**config.mk**
```make
export PLATFORM = sky130hd
export DESIGN_NAME = timestamp_keyed_password_scrambler
export DESIGN_NICKNAME = d
export VERILOG_FILES = /design/src/tkps_pkg.sv /design/src/tkps_ctrl.sv /design/src/tkps_dp.sv /design/src/timestamp_keyed_password_scrambler.sv
export VERILOG_INCLUDE_DIRS = /design/src /design/src/src
export SDC_FILE = /design/constraint.sdc
export NUM_CORES = 1
export LEC_CHECK = 0
export BUFFER_PORTS_ARGS = -buffer_cell sky130_fd_sc_hd__buf_2
export CORE_MARGIN = 5
export CORE_UTILIZATION = 40
export CTS_BUF_LIST = sky130_fd_sc_hd__clkbuf_8
export CTS_CLUSTER_SIZE = 30
export DETAILED_ROUTE_END_ITERATION = 7
export PLACE_DENSITY = 0.57
export SKIP_CTS_REPAIR_TIMING = 1
export SYNTH_ARGS = -nofsm -noshare
export SYNTH_HDL_FRONTEND = slang
export SYNTH_HIERARCHICAL = 1
export SYNTH_SLANG_ARGS = --single-unit
export TNS_END_PERCENT = 100
```
**constraint.sdc**
```tcl
create_clock -name clk -period 16.59 [get_ports clk]
set_clock_uncertainty 0.2 [all_clocks]
set_input_delay 1.659 -clock clk [delete_from_list [all_inputs] [get_ports clk]]
set_output_delay 1.659 -clock clk [all_outputs]
set_load 0.05 [all_outputs]
```
**src/timestamp_keyed_password_scrambler_defines.svh**
```systemverilog
// Assertion macros for the timestamp keyed password scrambler.
`ifndef TIMESTAMP_KEYED_PASSWORD_SCRAMBLER_DEFINES_SVH
`define TIMESTAMP_KEYED_PASSWORD_SCRAMBLER_DEFINES_SVH
`ifndef SYNTHESIS
// Same-cycle implication, sampled on clk, quiet while rst_n is low.
`define TKPS_ASSERT_NOW(label, ante, cons) \
  label: assert property (@(posedge clk) disable iff (!rst_n) (ante) |-> (cons)) \
    else $error("tkps assertion failed");
// Next-cycle implication, sampled on clk, quiet while rst_n is low.
`define TKPS_ASSERT_NEXT(label, ante, cons) \
  label: assert property (@(posedge clk) disable iff (!rst_n) (ante) |=> (cons)) \
    else $error("tkps assertion failed");
`else
`define TKPS_ASSERT_NOW(label, ante, cons)
`define TKPS_ASSERT_NEXT(label, ante, cons)
`endif
`endif

```
**src/tkps_pkg.sv**
```systemverilog
// Shared types and constants of the timestamp keyed password scrambler.
package tkps_pkg;

  localparam int DIGITS     = 10;
  localparam int BCD_DIGITS = 11;
  localparam int TS_W       = 34;
  localparam int CHAR_W     = 7;
  localparam int BYTE_W     = 8;
  localparam int MIX_W      = 32;
  localparam int CONST_W    = 16;
  localparam int CONV_STEPS = TS_W;
  localparam int CNT_W      = $clog2(CONV_STEPS);
  localparam int ROUNDS     = DIGITS / 2;
  localparam int ROUND_W    = $clog2(ROUNDS);

  localparam logic [CONST_W-1:0] MUL_A = 16'h4E35;
  localparam logic [CONST_W-1:0] MUL_B = 16'h015A;
  // Upper three bits of ASCII '0'..'9'
  localparam logic [2:0] ASCII_DIGIT_HI = 3'b011;

  typedef enum logic [2:0] {
    S_IDLE,
    S_CONV,
    S_LOAD,
    S_CUR,
    S_PREV,
    S_LINK,
    S_FIN
  } state_t;

  typedef struct packed {
    logic start_conv;
    logic conv_step;
    logic digits_load;
    logic start_char;
    logic op_cur;
    logic op_prev;
    logic op_link;
    logic finish;
  } cmd_t;

  typedef struct packed {
    logic round_last;
    logic out_full;
  } stat_t;

endpackage

```
**src/tkps_ctrl.sv**
```systemverilog
// Controller state machine of the timestamp keyed password scrambler.
module tkps_ctrl (
  input  logic           clk,
  input  logic           rst_n,
  input  logic           in_valid,
  input  logic           in_mode,
  input  logic           out_ready,
  input  tkps_pkg::stat_t stat,
  output logic           in_ready,
  output tkps_pkg::cmd_t cmd
);
  import tkps_pkg::*;

  state_t           state_r, state_nxt;
  logic [CNT_W-1:0] cnt_r, cnt_nxt;

  always_ff @(posedge clk) begin
    if (!rst_n) begin
      state_r <= S_IDLE;
      cnt_r   <= '0;
    end else begin
      state_r <= state_nxt;
      cnt_r   <= cnt_nxt;
    end
  end

  always_comb begin
    state_nxt = state_r;
    cnt_nxt   = cnt_r;
    in_ready  = 1'b0;
    cmd       = '0;
    case (state_r)
      S_IDLE: begin
        in_ready = 1'b1;
        if (in_valid) begin
          if (in_mode) begin
            cmd.start_char = 1'b1;
            state_nxt      = S_CUR;
          end else begin
            cmd.start_conv = 1'b1;
            cnt_nxt        = '0;
            state_nxt      = S_CONV;
          end
        end
      end
      S_CONV: begin
        cmd.conv_step = 1'b1;
        cnt_nxt       = cnt_r + 1'b1;
        if (cnt_r == CNT_W'(CONV_STEPS - 1)) begin
          state_nxt = S_LOAD;
        end
      end
      S_LOAD: begin
        cmd.digits_load = 1'b1;
        state_nxt       = S_IDLE;
      end
      S_CUR: begin
        cmd.op_cur = 1'b1;
        state_nxt  = S_PREV;
      end
      S_PREV: begin
        cmd.op_prev = 1'b1;
        state_nxt   = S_LINK;
      end
      S_LINK: begin
        cmd.op_link = 1'b1;
        state_nxt   = stat.round_last ? S_FIN : S_CUR;
      end
      S_FIN: begin
        // hold until the output register is free
        if (!stat.out_full || out_ready) begin
          cmd.finish = 1'b1;
          state_nxt  = S_IDLE;
        end
      end
      default: begin
        state_nxt = S_IDLE;
      end
    endcase
  end

endmodule

```
**src/tkps_dp.sv**
```systemverilog
// Datapath of the timestamp keyed password scrambler: digit conversion, store and mixing.
module tkps_dp (
  input  logic                               clk,
  input  logic                               rst_n,
  input  tkps_pkg::cmd_t                     cmd,
  input  logic [tkps_pkg::TS_W-1:0]          in_timestamp,
  input  logic [tkps_pkg::CHAR_W-1:0]        in_plain_char,
  input  logic                               out_ready,
  output tkps_pkg::stat_t                    stat,
  output logic                               out_valid,
  output logic [tkps_pkg::BYTE_W-1:0]        out_cipher_byte
);
  import tkps_pkg::*;

  localparam int BCD_W = 4 * BCD_DIGITS;
  localparam int SEL_W = 4 * DIGITS;

  logic [TS_W-1:0]    bin_r, bin_nxt;
  logic [BCD_W-1:0]   bcd_r, bcd_nxt, bcd_adj;
  logic [SEL_W-1:0]   bcd_sel;
  logic [CHAR_W-1:0]  dig_r [DIGITS];
  logic [CHAR_W-1:0]  dig_nxt [DIGITS];
  logic [CHAR_W-1:0]  ch_r;
  logic [MIX_W-1:0]   cur_r, prev_r, link_r, acc_r, s_r;
  logic [MIX_W-1:0]   pair, link_nxt;
  logic [ROUND_W-1:0] round_r;
  logic [MIX_W-1:0]   mul_a;
  logic [CONST_W-1:0] mul_b;
  logic [MIX_W+CONST_W-1:0] prod_full;
  logic [MIX_W-1:0]   prod;
  logic               out_valid_r;
  logic [BYTE_W-1:0]  out_byte_r;

  function automatic logic [3:0] dab_adjust(input logic [3:0] nib);
    logic [3:0] res;
    res = (nib >= 4'd5) ? nib + 4'd3 : nib;
    return res;
  endfunction

  // shift-and-add-3 conversion, one binary bit per step
  always_comb begin
    for (int i = 0; i < BCD_DIGITS; i++) begin
      bcd_adj[4*i +: 4] = dab_adjust(bcd_r[4*i +: 4]);
    end
    bcd_nxt = {bcd_adj[BCD_W-2:0], bin_r[TS_W-1]};
    bin_nxt = {bin_r[TS_W-2:0], 1'b0};
  end

  // eleven digits: keep the leading ten
  assign bcd_sel = (bcd_r[BCD_W-1 -: 4] != 4'd0) ? bcd_r[BCD_W-1:4] : bcd_r[SEL_W-1:0];

  always_ff @(posedge clk) begin
    if (cmd.start_conv) begin
      bin_r <= in_timestamp;
      bcd_r <= '0;
    end else if (cmd.conv_step) begin
      bin_r <= bin_nxt;
      bcd_r <= bcd_nxt;
    end
  end

  // shared multiplier
  always_comb begin
    mul_a = s_r;
    mul_b = MUL_A;
    if (cmd.op_cur) begin
      mul_a = cur_r + {{(MIX_W-ROUND_W){1'b0}}, round_r};
    end else if (cmd.op_prev) begin
      mul_b = MUL_B;
    end
  end

  assign prod_full = mul_a * mul_b;
  assign prod      = prod_full[MIX_W-1:0];
  assign pair      = {17'b0, dig_r[0], 1'b0, dig_r[1]};
  assign link_nxt  = prod + 32'd1;

  always_comb begin
    for (int k = 0; k < DIGITS; k++) begin
      dig_nxt[k] = dig_r[k];
      if (cmd.digits_load) begin
        dig_nxt[k] = {ASCII_DIGIT_HI, bcd_sel[SEL_W-1-4*k -: 4]};
      end else if (cmd.op_link) begin
        dig_nxt[k] = dig_r[(k + 2) % DIGITS];
      end else if (cmd.finish) begin
        dig_nxt[k] = dig_r[k] ^ ch_r;
      end
    end
  end

  always_ff @(posedge clk) begin
    if (!rst_n) begin
      for (int k = 0; k < DIGITS; k++) begin
        dig_r[k] <= '0;
      end
      cur_r  <= '0;
      prev_r <= '0;
    end else begin
      for (int k = 0; k < DIGITS; k++) begin
        dig_r[k] <= dig_nxt[k];
      end
      if (cmd.start_conv) begin
        cur_r  <= '0;
        prev_r <= '0;
      end else if (cmd.op_cur) begin
        cur_r <= prev_r + prod;
      end else if (cmd.op_prev) begin
        prev_r <= prod;
        cur_r  <= cur_r + prod;
      end
    end
  end

  // per-character working registers
  always_ff @(posedge clk) begin
    if (cmd.start_char) begin
      ch_r    <= in_plain_char;
      link_r  <= '0;
      acc_r   <= '0;
      round_r <= '0;
    end else begin
      if (cmd.op_cur) begin
        s_r <= link_r ^ pair;
      end
      if (cmd.op_link) begin
        link_r  <= link_nxt;
        acc_r   <= acc_r ^ cur_r ^ link_nxt;
        round_r <= round_r + 1'b1;
      end
    end
  end

  always_ff @(posedge clk) begin
    if (!rst_n) begin
      out_valid_r <= 1'b0;
    end else if (cmd.finish) begin
      out_valid_r <= 1'b1;
    end else if (out_ready) begin
      out_valid_r <= 1'b0;
    end
  end

  always_ff @(posedge clk) begin
    if (cmd.finish) begin
      out_byte_r <= {1'b0, ch_r} ^ acc_r[7:0] ^ acc_r[15:8];
    end
  end

  assign stat.round_last = (round_r == ROUND_W'(ROUNDS - 1));
  assign stat.out_full   = out_valid_r;
  assign out_valid       = out_valid_r;
  assign out_cipher_byte = out_byte_r;

endmodule

```
**src/timestamp_keyed_password_scrambler.sv**
```systemverilog
// Top level of the timestamp keyed password scrambler.
//
//  channel | ports                                          | direction
//  --------+------------------------------------------------+----------
//  in      | in_valid, in_ready, in_mode, in_timestamp,     | sink
//          | in_plain_char                                  |
//  out     | out_valid, out_ready, out_cipher_byte          | source
//
// A start item (mode 0) is worked in order: accept, 34 conversion steps through
// the shift-and-add-3 converter, then the digit store load. It gives no item.
// A character item is worked in order: accept, five rounds of three passes
// through the single shared 32x16 multiplier, then the finishing step to update the
// digits and fill the output register. One item is worked on at a time.
// rst_n is synchronous and active low; it clears the digits, both mixing
// accumulators, the state machine and out_valid.
// A stalled output holds the finishing step until out_ready; a new item is taken
// as soon as the block is back in idle, even while the previous result waits.
`include "timestamp_keyed_password_scrambler_defines.svh"

module timestamp_keyed_password_scrambler (
  input  logic                               clk,
  input  logic                               rst_n,
  input  logic                               in_valid,
  output logic                               in_ready,
  input  logic                               in_mode,
  input  logic [tkps_pkg::TS_W-1:0]          in_timestamp,
  input  logic [tkps_pkg::CHAR_W-1:0]        in_plain_char,
  output logic                               out_valid,
  input  logic                               out_ready,
  output logic [tkps_pkg::BYTE_W-1:0]        out_cipher_byte
);
  import tkps_pkg::*;

  cmd_t  cmd;
  stat_t stat;

  // sequence the conversion and the mixing rounds
  tkps_ctrl u_ctrl (
    .clk       (clk),
    .rst_n     (rst_n),
    .in_valid  (in_valid),
    .in_mode   (in_mode),
    .out_ready (out_ready),
    .stat      (stat),
    .in_ready  (in_ready),
    .cmd       (cmd)
  );

  // digit store, accumulators, multiplier and output register
  tkps_dp u_dp (
    .clk             (clk),
    .rst_n           (rst_n),
    .cmd             (cmd),
    .in_timestamp    (in_timestamp),
    .in_plain_char   (in_plain_char),
    .out_ready       (out_ready),
    .stat            (stat),
    .out_valid       (out_valid),
    .out_cipher_byte (out_cipher_byte)
  );

  // a character item keeps the block busy while its rounds run
  `TKPS_ASSERT_NEXT(a_char_busy, in_valid && in_ready && in_mode, !in_ready)
  // never overwrite a result that has not been taken
  `TKPS_ASSERT_NOW(a_fin_free, cmd.finish, !out_valid || out_ready)
  // a new result only comes from the finishing step
  `TKPS_ASSERT_NOW(a_out_src, $rose(out_valid), $past(cmd.finish))

endmodule
```
* After elaboration in Yosys (flattened, before gate mapping)
Memories as Yosys holds them, arrays and structs flattened. Cells that the tools add are included.
Storage, ports and cells: bits in registers 266, latch bits 0, RAM bits 70, bits in read-only memories 0, input port bits 46, output and inout port bits 10, word-level logic and storage cells 182, memories kept 1
Memory list:
- u_dp.dig_r | words 10, width 7, read ports 10, clocked after memory_dff 0, write ports 10, RTL line tkps_dp.sv:21 | logic [CHAR_W-1:0] dig_r [DIGITS];
Operators by class: add/sub/neg operators 17, multipliers 1, divide/modulo/power cells 0, $lt $le $gt $ge 11, equality and inequality tests 12, shifts and indexed selects 0, multiplexer cells 86, bitwise gates (word level) 28, reductions and logical operators 13
Operators by type and width (number):
- $mux W7 | 40
- $mux W32 | 3
- $xor A7 B7 Y7 | 10
- $mux W34 | 2
- $add A32 B32 Y32 | 2
- $xor A32 B32 Y32 | 2
- $ge A4 B3 Y1 const B | 11
- $add A4 B2 Y4 const B | 10
- $mux W4 | 10
- $mux W40 | 1
- $add A32 B1 Y32 const B | 1
- $add A32 B3 Y32 | 1
- $mul A32 B16 Y32 | 1
- $xor A32 B15 Y32 | 1
- $mux W1 | 18
- $pmux W3 S6 | 1
- $mux W16 | 1
- $mux W15 | 1
- $mux W3 | 5
- $eq A3 B3 Y1 const B | 4
- $mux W6 | 2
- $pmux W6 S2 | 1
- $or A1 B1 Y1 | 10
- $reduce_bool A2 Y1 | 4
- other kinds (19) | 26

* Longest topological paths before layout
depth after elaboration 8, depth in mapped cells 36, depth with buffers taken out 35

* Cells and area by module
Netlist, hierarchy kept.
Modules (own cells, without submodules):
- tkps_dp | times used 1, cells each 1884, area an instance 16811.1 sq um
- tkps_ctrl | times used 1, cells each 74, area an instance 548.0 sq um

* Worst setup path before layout
OpenSTA, ideal clock, no wires.
kind flip-flop to flip-flop, start point reg u_ctrl.state_r[0], end point reg u_dp.cur_r[15], library setup time 85 ps, data arrival time 8367 ps, required time 16305 ps, path slack 7938 ps, stages on the path, launching flop included 31, path buffers 5, clock period less this slack 8652 ps, cell sequence dfxtp_1 clkbuf_1 and3_1 clkbuf_1 buf_2 buf_1 buf_1 a21oi_1 nand2_1 fa_1 fa_1 fa_1 inv_1 fa_1 inv_1 fa_1 fa_1 inv_1 ha_1 and3_1 a311o_1 xor2_1 ha_1 nand2_1 o21a_1 maj3_1 maj3_1 xor2_2 nand2_1 xor2_1 o31ai_2
RTL lines:
- from (decl) | RTL line tkps_ctrl.sv:14 | state_t state_r, state_nxt;
- from (signal assigned) | RTL line tkps_ctrl.sv:22 | state_r <= state_nxt;
- to (signal assigned) | RTL line tkps_dp.sv:106 | cur_r <= prev_r + prod;
- to (signal assigned) | RTL line tkps_dp.sv:109 | cur_r <= cur_r + prod;
- to (decl) | RTL line tkps_dp.sv:24 | logic [MIX_W-1:0] cur_r, prev_r, link_r, acc_r, s_r;

* Worst setup path in the final report
start point reg u_dp.cur_r[1], end point reg u_dp.cur_r[15]
Between the ends: cells in the longest elaborated chain, start to end 6, elaborated cells on any way between the ends 7, those cells by class add/sub: 3; mul: 1; mux: 3
RTL lines:
- $add A32 B3 Y32 (*) | RTL line tkps_dp.sv:67 | mul_a = cur_r + {{(MIX_W-ROUND_W){1'b0}}, round_r};
- $mux W32 (*) | RTL line tkps_dp.sv:66 | if (cmd.op_cur) begin
- $mul A32 B16 Y32 (*) | RTL line tkps_dp.sv:73 | assign prod_full = mul_a * mul_b;
- net u_dp.prod_full[12] | RTL line tkps_dp.sv:29 | logic [MIX_W+CONST_W-1:0] prod_full;
- $add A32 B32 Y32 | RTL line tkps_dp.sv:109
- $mux W32 | RTL line tkps_dp.sv:107 | end else if (cmd.op_prev) begin
- $mux W32 (*) | RTL line tkps_dp.sv:105 | end else if (cmd.op_cur) begin
Mark *: on every way through the listed nets, which the timed path passes. The rest lies on a longest branch. The select of a mux whose other input is x is not followed. A chain may end at the register's enable or synchronous reset.

==> parameters.txt <==
Parameter                              Value

Outcome
  Outcome ... completed

Floorplanning
  Starting density of the core ... slightly above 40%
  Core box area ... 43000 sq um
  Ports placed on the boundary ... 56
  Die Height ... 218 um
  Die ar. ... between 40000 and 50000 sq um
  Die X-Extent ... around 220 um
  Row count ... 76

Clocking
  Clock H-tree levels ... 2
  CTS tree ... done
  Total clock buffers created by CTS ... 46
  Clock Latency Late Sink ... approximately 600 ps
  Clk buf depth ... 3
  CTS Sinks ... 256
  Register clock-pin slew on the reported worst setup and hold paths ... 60 ps
  Root Buffer ... clkbuf_8

Synthesis
  Most common cell in the synthesized netlist ... nor2_1
  EDFF count, synth ... between 60 and 70
  Synth Warn # ... 6
  Cells after Synth ... roughly 2000
  Part of the Yosys area used for sequential elements ... 33.3%
  Most used flip-flop cell after synthesis ... dfxtp_1
  Most numerous cell types in the synthesized netlist ... nor2_1 (207), dfxtp_1 (191), a21oi_1 (176), inv_1 (171), nand2_1 (128)
  Distinct cell type count of the synthesized netlist ... 74
  Library cell with the largest summed area after synthesis ... dfxtp_1
  Combined area of all synthesized cells ... about 17000 sq um
  Share of synthesized flip-flops with an asynchronous set or reset ... 0%
  Average instance area after synthesis ... between 8 and 9 sq um
  Number of synthesized register bits ... about 260
  Share of Yosys cell area claimed by the top area cell type ... 22.0%
  Synthesized net count ... 2171
  Leading post-synthesis cells by cell area ... dfxtp_1 (22%), edfxtp_1 (11%), fa_1 (7.5%)

Route
  Antenna-violating nets left ... 0
  Vias ... roughly 13000
  DRT Pass-1 Iters ... 5
  Count of unresolved DRC violations after routing ... 0
  Iteration-0 DRC Markers ... around 690
  WL final ... approximately 44000 um
  Routed length per instance ... about 17 um
  Via/cell ratio ... between 5 and 6

Critical path
  Slowest library cell on the worst path ... fa_1
  Largest driver fanout on the critical path ... 9
  Slowest Stage Delay on Critical Path ... just over 600 ps
  Start of the worst register-to-register path ... u_dp/cur_r[1]$_SDFFE_PP0P_
  Critical path class ... flip-flop to flip-flop
  Worst-case reg-to-reg path depth ... 31
  Data required time of the worst path ... 16900 ps
  Flop-to-flop setup slack ... 7680 ps
  Terminus of the critical flop-to-flop path ... u_dp/cur_r[15]$_SDFFE_PP0P_
  Most frequent cell on the critical path ... fa_1
  Worst setup SP type ... flip-flop
  Data arrival, critical path ... between 9000 and 10000 ps
  Kind of end point of the critical path ... flip-flop

Timing
  RSZ-0062 raised after global routing ... no
  Post-layout min period ... just under 9000 ps
  Final number of hold-violating endpoints ... 0
  Number of max-slew violations in the final report ... 0
  Remaining max-slew budget at the tightest pin ... 21.9%
  Ratio of final minimum period to clock period ... between 50% and 60%
  Max Fclk ... 112 MHz
  Final count of negative-setup-slack endpoints ... 0
  Final setup TNS ... 0 ps
  Measured slew at the worst slew-check pin ... between 1000 and 1500 ps

Placed design
  Final Wtd Congestion ... slightly above 0.9
  Placed wire-length estimate ... 31900 um
  Port buffer count ... 55

Global route
  Maximum number of pins on one net before global-route repair ... 97
  Vias in the first global route ... 13260
  GRT Overall Usage ... ~19%
  Global-route wire length before repair ... approximately 72000 um
  Aggregate global routing overflow ... 0
  Initial antenna violation count ... 0

Flow run
  Count of max-cap constraint violations ... 0

Power and ir drop
  Power, Total ... 2910 uW
  Cell leakage power ... 0.00783 uW
  PD cells ... 153 nW/um^2
  Maximum vdd drop ... about 150 uV

Worst hold path
  Class of the tightest hold or removal check ... flip-flop to flip-flop
  Min-Delay Endpoint ... u_dp/s_r[15]$_DFFE_PP_
  Instance count along the most critical hold path ... 0
  Worst hold path startpoint ... u_dp/link_r[15]$_SDFFE_PP0P_

Layout
  Area growth from synthesis to layout ... 9.40%
  Finished Core Util ... ~44%
  Antenna cells ... 0
  Proportion of layout cells with a drive suffix above 1 ... a little over a tenth
  Nets ... between 2000 and 2500
==> area by class of cell <==
cell class | instances | area (sq um)
fill | 4264 | 24000
multi-input combinational | 1417 | 10500
sequential | 256 | 5780
tap | 585 | 732
clock buffer | 53 | 729
inverter | 174 | 653
timing repair buffer | 74 | 418
clock inverter | 32 | 159
==> logic make-up (layout without fill, tap and decap cells) <==
group,after synthesis,after routing,share of synthesized area [%]
AND/OR/NAND/NOR,520,520,13.9
AO/OA/AOI/OAI,407,407,14.0
buffers and inverters,285,333,6.28
flip-flops,256,256,33.3
XOR/XNOR,215,215,11.2
adder cells (fa/ha/maj),169,169,15.0
multiplexers,105,105,6.38
other,1,1,0.0216
==> metal layers <==
layer,share of wire (%),vias up,track usage (%)
met1,46,6393,24.9
met4,3.1,0,6.22
met2,47,215,30.5
li1,-,6645,-
met3,3.9,73,3.09
met5,0,-,0
==> placed cells by master, fill, tap and decap left out, types with 19 or more instances in the layout <==
| cell type | count |
|---|---|
| a21oi_1 | 176 |
| nor2_1 | 207 |
| mux2_2 | 45 |
| edfxtp_1 | 65 |
| nand2_1 | 128 |
| o21ai_0 | 86 |
| buf_4 | 19 |
| fa_1 | 65 |
| nor3_1 | 23 |
| clkbuf_8 | 53 |
| buf_2 | 55 |
| mux2i_1 | 60 |
| dfxtp_1 | 191 |
| nor2b_1 | 51 |
| a211oi_1 | 96 |
| nand3_1 | 27 |
| inv_1 | 192 |
| ha_1 | 102 |
| nand2b_1 | 19 |
| xnor2_1 | 118 |
| xor2_1 | 93 |
==> state kept, by name, summed over array words and instances, names as in the netlist <==
register	flops
u_dp/ch_r	7
u_dp/bcd_r	44
u_dp/link_r	16
u_dp/s_r	16
u_dp/round_r	3
u_dp/cur_r	16
u_ctrl/state_r	3
u_dp/dig_r	70
u_dp/prev_r	16
u_dp/bin_r	34
u_ctrl/cnt_r	6
u_dp/out_valid	1
u_dp/acc_r	16
u_dp/out_cipher_byte	8
==> how the worst max path moves through the flow <==
stage	startpoint	endpoint	slack, ps	depth (start not counted)
floorplan	u_ctrl/state_r[0]$_SDFFE_PN0P_	u_dp/cur_r[15]$_SDFFE_PP0P_	7940	30
global placement	u_dp/cur_r[1]$_SDFFE_PP0P_	u_dp/cur_r[15]$_SDFFE_PP0P_	7810	31
detailed placement	u_dp/cur_r[1]$_SDFFE_PP0P_	u_dp/cur_r[15]$_SDFFE_PP0P_	7720	31
CTS	u_dp/cur_r[1]$_SDFFE_PP0P_	u_dp/cur_r[15]$_SDFFE_PP0P_	7680	31
global route	u_ctrl/state_r[2]$_SDFFE_PN0P_	u_dp/cur_r[15]$_SDFFE_PP0P_	7200	29
finish	u_dp/cur_r[1]$_SDFFE_PP0P_	u_dp/cur_r[15]$_SDFFE_PP0P_	7680	31
==> critical path, delay by kind of cell (launching register included) <==
family	cells	cell delay, ps
XOR/XNOR	4	760
AND/OR/NAND/NOR	7	1000
adder cells (fa/ha/maj)	11	4760
flip-flops	1	440
buffers and inverters	3	150
AO/OA/AOI/OAI	6	1470
==> per-stage QoR <==
stage          worst slack [ps]  instance area [sq um]  hold slack, ps  cells
2_1_floorplan              7940                  17400             208   1958
3_3_place_gp               7810                  18100             216   2506
3_5_place_dp               7720                  18100             223   2506
4_1_cts                    7680                  19000             238   2591
5_1_grt                    7200                  19000             243   2591
6_report                   7680                  19000             235   2591
==> report_power, final <==
group          switching, uW  internal (uW)
Clock                    268            307
Combinational            933            646
Sequential              50.0            701
(Power assumes the default switching activity.)
